[src/hw/rtl/gfp_ram.sv]
// Generic single-write, single-read RAM with registered read data.
module gfp_ram #(
    parameter int WIDTH = 8,
    parameter int DEPTH = 16,
    localparam int AW = (DEPTH > 1) ? $clog2(DEPTH) : 1
) (
    input  logic             i_clk,
    input  logic             i_we,
    input  logic [AW-1:0]    i_waddr,
    input  logic [WIDTH-1:0] i_wdata,
    input  logic [AW-1:0]    i_raddr,
    output logic [WIDTH-1:0] o_rdata
);

    logic [WIDTH-1:0] r_mem [DEPTH];
    logic [WIDTH-1:0] r_rdata;

    // Write port and registered read port
    always_ff @(posedge i_clk) begin
        if (i_we) begin
            r_mem[i_waddr] <= i_wdata;
        end
        r_rdata <= r_mem[i_raddr];
    end

    assign o_rdata = r_rdata;

endmodule

[config.mk]
export PLATFORM = sky130hd
export DESIGN_NAME = gfp_ram
export DESIGN_NICKNAME = d
export VERILOG_FILES = /design/src/hw/rtl/gfp_ram.sv
export SDC_FILE = /design/constraint.sdc
export NUM_CORES = 1
export LEC_CHECK = 0
export BUFFER_PORTS_ARGS = -buffer_cell sky130_fd_sc_hd__buf_2
export CAP_MARGIN = 20
export CORE_MARGIN = 2
export CORE_UTILIZATION = 50
export DETAILED_ROUTE_END_ITERATION = 12
export PLACE_DENSITY = 0.64
export SLEW_MARGIN = 20
export SYNTH_ARGS = -nofsm -noshare
export SYNTH_HDL_FRONTEND = slang
export SYNTH_SLANG_ARGS = --single-unit
[constraint.sdc]
create_clock -name i_clk -period 2.01 [get_ports i_clk]
set_input_delay 0.3015 -clock i_clk [delete_from_list [all_inputs] [get_ports i_clk]]
set_output_delay 0.3015 -clock i_clk [all_outputs]
set_load 0.03 [all_outputs]
==> qor.csv, run 1 <==
metric;value;unit
tns;0;ns
cts_sinks;136;
grt_first_pass_wirelength;15300;um
synthCells;229;
critical_path_class;reg2reg;
postCtsHoldBufs;0;
period_share;69.6;%
cts_tree;yes;
slew_headroom;72.9;%
cp-start-kind;flop;
core;10100;um^2
met2_length;4870;um
numCtsBuffers;17;
layout_common_cells;edfxtp_1, buf_2, buf_4, mux4_2;
cap_viol_max_count;0;
drv_slew;0;
wl_met1;4460;um
dr_total_vias;2472;
worst_pin_slew;0.407;ns
arrival;1.79;ns
synth.distinct_cells;19;
antennaDiodeCount;0;
min_from;i_wdata[4];
post_cts_resized;0;
final_common_cell;edfxtp_1;
antenna_found_initial;0;
dr.pass1.iters;4;
clk_latency;0.51;ns
period_needed;1.40;ns
dieArea;11100;um^2
antenna_left;0;
cts_root_buf;clkbuf_8;
crit_start;r_mem[5][1]$_DFFE_PP_;
die_h;105;um
cts.clk_slew.worst_paths;0.06;ns
drtIter0Drc;171;
synth-seq-cells;136;
rsz0062_at_grt;no;
crit_chain;mux4_1 -> a22oi_1 -> nand2_1;
ir_drop;0.000552;V
crit_family;multiplexers;
finalPower;6.80;mW
die_x;105;um
vias_per_cell;5.66;
io_pins;26;
clock_skew;0.00616;ns
cts_buffer_depth;2;
highest_layer;met4;
crit_path_top_delay_cell;mux4_1;
drcViolationCount;0;
post_cts_buffers;0;
end_kind;flop;
hp-class;in2reg;
overflow;0;
critPathBufInv;0;
worst_r2r_startpoint;r_mem[5][1]$_DFFE_PP_;
yosys_warnings;0;
grt_max_degree;21;
wire_per_inst;22.8;um
place_congestion;0.755;
initial_utilization;50.8;%
wl_met3;551;um
path_max_fanout;1;
fmax;715;MHz
setup_viol;0;
powerDensity;1100;nW/um^2
drive_gt1_share;32.9;%
required;2.40;ns
yosysSeqAreaShare;77.8;%
wirelength;9970;um
row_count;37;
port_buffers;25;
p_leak;2.14;nW
syn-num-nets;247;
grt_usage;19.6;%
cpPeakStageDelay;0.55;ns
hold_viol;0;
syn-cell-area;5150;um^2
htree_num_levels;4;
grt_pass1_vias;2544;
final_net_count;306;
status;completed;
hpwl;6140;um
syn_avg_cell_area;22.5;um^2
area_growth_syn_to_layout;20.5;%
-- worst reg2reg max path, cell delays in order, from the launching register on --
cell and delay (ns):
edfxtp_1 0.37, mux4_1 0.55, a22oi_1 0.28, nand2_1 0.08
-- routing by layer --
layer,GRT usage [%],up-vias
met5,0,-
met4,6.57,0
met3,4.95,6
met2,30.6,85
met1,27.3,1289
li1,-,1092
-- cell families after synthesis --
family | synth area share, %
DFF | 77.8
and+or+nand+nor | 3.18
muxes | 15.0
AOI/OAI and AO/OA | 2.33
buffers and inverters | 1.68
-- registers in the layout (all words and copies together), names as in the netlist --
register  count
r_mem       128
o_rdata       8
-- Yosys cell counts --
| cell type | number | area, um^2 |
|---|---|---|
| edfxtp_1 | 128 | 3840 |
| mux4_2 | 18 | 405 |
| a22oi_1 | 16 | 120 |
| mux4_1 | 14 | 368 |
| nor2_1 | 13 | 48.8 |
| nand2_1 | 9 | 33.8 |
| dfxtp_1 | 8 | 160 |
| nor3_1 | 4 | 20.0 |
| buf_2 | 3 | 15.0 |
| buf_6 | 3 | 33.8 |
| clkdlybuf4s25_2 | 3 | 30.0 |
| nand2b_1 | 2 | 12.5 |
| nand3b_1 | 2 | 15.0 |
| and2_1 | 1 | 6.26 |
| and2b_1 | 1 | 7.51 |
| buf_4 | 1 | 7.51 |
| nand3_1 | 1 | 5.00 |
| nor2b_1 | 1 | 6.26 |
| or3b_2 | 1 | 8.76 |
-- power breakdown --
group,internal (mW),leakage (nW),switching [mW]
Clock,2.16,0.305,1.11
Sequential,3.17,1.22,0.0176
Combinational,0.133,0.612,0.200
Total,5.47,2.14,1.33
-- stage by stage --
step	instances	utilization, %	area, um^2	hold slack [ns]	setup slack, ns
CTS	437	61.2	6200	0.150	0.617
detailed placement	405	54.9	5570	0.659	0.261
global placement	405	54.9	5570	0.661	0.266
finish	437	61.2	6200	0.164	0.611
floorplan	229	-	5150	0.400	0.216
global route	437	61.2	6200	0.176	0.581
-- layout make-up --
cell class	instances	area, um^2
Clock buffer	19	432
Clock inverter	13	201
Sequential cell	136	4000
Tap cell	136	170
Timing Repair Buffer	50	338
Multi-Input combinational cell	83	1060
Fill cell	697	3940
-- final timing paths --
path	endpoint	slack (ns)	cells past startpoint
worst max-delay path	o_rdata[1]$_DFF_P_	0.61	3
worst max register to register	o_rdata[1]$_DFF_P_	0.61	3
worst min-delay path	r_mem[3][4]$_DFFE_PP_	0.16	1
worst min register to register	o_rdata[3]$_DFF_P_	0.67	3
Note: power is estimated with default switching activity, not from simulation.
==> run 2, diff against run 1 <==
- ABC_AREA: not set -> 1
- PLACE_DENSITY: 0.64 -> 0.67
- clock period: 2.01 -> 1.23 ns (I/O delays scaled with it)
==> qor.csv, run 2 <==
metric;value;unit
antenna_found_initial;0;
slew_headroom;73.9;%
grt_max_degree;48;
die_x;111;um
synth_top_cells_by_area;edfxtp_1, nand2_1, nand3_1;
cts.clk_slew.worst_paths;0.06;ns
cpPeakStageDelay;0.38;ns
syn-num-nets;569;
synth_edf_count;128;
final_common_cell;nand2_1;
synth-seq-cells;136;
layout_common_cells;nand2_1, edfxtp_1, inv_1, nand3_1, buf_2;
synth_top_area_share;66.7;%
drive_gt1_share;13.4;%
crit_chain;buf_2;
period_needed;1.21;ns
ir_drop;0.00116;V
dieArea;12400;um^2
drv_slew;0;
cap_viol_max_count;0;
vias_per_cell;5.06;
dr_total_vias;3824;
holdWs;0.127;ns
arrival;1.02;ns
crit_family;flip-flops;
grt_pass1_vias;3738;
tns;0;ns
wire_per_inst;16.9;um
status;completed;
ys_async_sr_fraction;0;%
synth_ff_type;edfxtp_1;
top_register;r_mem;
rr_worst_depth;6;
htree_num_levels;4;
grt_usage;21.9;%
yosysSeqAreaShare;69.4;%
synth_most_common_cell;nand2_1;
post_cts_buffers;0;
synthCells;551;
min_path_cells;3;
post_cts_resized;0;
largest_register_ffs;128;
rsz0062_at_grt;no;
io_pins;26;
path_max_fanout;1;
holdPathEnd;o_rdata[7]$_DFF_P_;
area_growth_syn_to_layout;16.3;%
clock_skew;0.00677;ns
critical_path_class;reg2out;
place_congestion;0.838;
period_share;98.0;%
synthTopCellsByCount;nand2_1, edfxtp_1, inv_1, nand3_1, nor2_1;
row_count;39;
antennaDiodeCount;0;
worst_pin_slew;0.392;ns
powerDensity;1560;nW/um^2
cts_tree;yes;
hold_viol;0;
hp-class;in2reg;
postCtsHoldBufs;0;
setup_viol;0;
port_buffers;25;
required;1.05;ns
final_net_count;618;
dr.pass1.iters;4;
overflow;0;
end_kind;output port;
clk_latency;0.42;ns
numCtsBuffers;17;
fmax;830;MHz
grt_first_pass_wirelength;19900;um
finalPower;10.4;mW
p_leak;2.94;nW
antenna_left;0;
core;11300;um^2
syn-cell-area;5770;um^2
drtIter0Drc;203;
cts_root_buf;clkbuf_16;
syn_avg_cell_area;10.5;um^2
r2r_setup_slack;0.23;ns
hpwl;8000;um
wirelength;12800;um
synth_top_area_cell;edfxtp_1;
worst_r2r_startpoint;r_mem[1][5]$_DFFE_PP_;
r2r_end;o_rdata[5]$_DFF_P_;
yosys_warnings;0;
synth.distinct_cells;12;
critPathBufInv;1;
initial_utilization;50.9;%
cts_sinks;136;
drcViolationCount;0;
cts_buffer_depth;2;
die_h;111;um
crit_path_top_delay_cell;dfxtp_1;
cp-start-kind;flop;
min_from;i_raddr[3];
-- run 2: changes by cell type after synthesis, sizes merged --
cell and change:
nand2 +164, inv +102, nand3 +96, mux4 -32, buf +17, a22oi -16, nor2 +4, nor3 -4
clkdlybuf4s25 -3, nand2b -2, and2 -1, and2b -1, nor2b -1, or3b -1
-- run 2: routing by layer --
layer  vias to the layer above  wire, um  share of wire (%)  track usage [%]
met2                       113      6500                 51             36.3
met1                      1823      5250                 41             27.4
met4                         0       254                2.0             7.65
li1                       1869         -                  -                -
met3                        19       755                5.9             7.19
met5                         -         0                  0                0
-- run 2: how the worst max path moves through the flow --
stage,endpoint,cells after the start,slack [ns],startpoint
2_1_floorplan,r_mem[4][0]$_DFFE_PP_,2,0.09,i_waddr[3]
5_1_grt,o_rdata[4],1,0.004,o_rdata[4]$_DFF_P_
4_1_cts,o_rdata[4],1,0.02,o_rdata[4]$_DFF_P_
3_5_place_dp,r_mem[10][6]$_DFFE_PP_,4,0.008,i_waddr[2]
3_3_place_gp,o_rdata[2]$_DFF_P_,8,0.02,i_raddr[0]
6_report,o_rdata[4],1,0.02,o_rdata[4]$_DFF_P_
-- run 2: tightest hold or removal path, delay by kind of cell --
family	cells	cell delay [ns]
buffers and inverters	1	0.13
AND/OR/NAND/NOR	2	0.18
-- run 2: power breakdown --
| group | switching [mW] | leakage [nW] | total, mW | internal (mW) |
|---|---|---|---|---|
| clock | 1.77 | 0.258 | 4.49 | 2.72 |
| combinational | 0.501 | 1.46 | 0.721 | 0.220 |
| sequential | 0.0355 | 1.22 | 5.22 | 5.18 |
| total | 2.30 | 2.94 | 10.4 | 8.13 |
-- run 2: final cells by class --
type / instances / area, um^2
multi-input cells: 289 / 1210
repair buffers: 54 / 405
clock buffers: 20 / 437
fillers: 933 / 4620
well taps: 143 / 179
clock inverters: 11 / 83.8
flip-flops and latches: 136 / 4000
inverters: 102 / 383
-- run 2: cells by family after synthesis --
kind of cell	synth area share (%)
buf+inv	9.52
flops	69.4
simple gates	21.0
-- run 2: stage by stage --
step                      setup slack, ns  std cells  instance area [um^2]  util [%]
after detailed placement          0.00790        724                  6180      54.6
after global placement             0.0247        724                  6180      54.6
after global routing              0.00369        755                  6710      59.2
after floorplan                    0.0947        551                  5770         -
after CTS                          0.0173        755                  6710      59.2
final                              0.0250        755                  6710      59.2
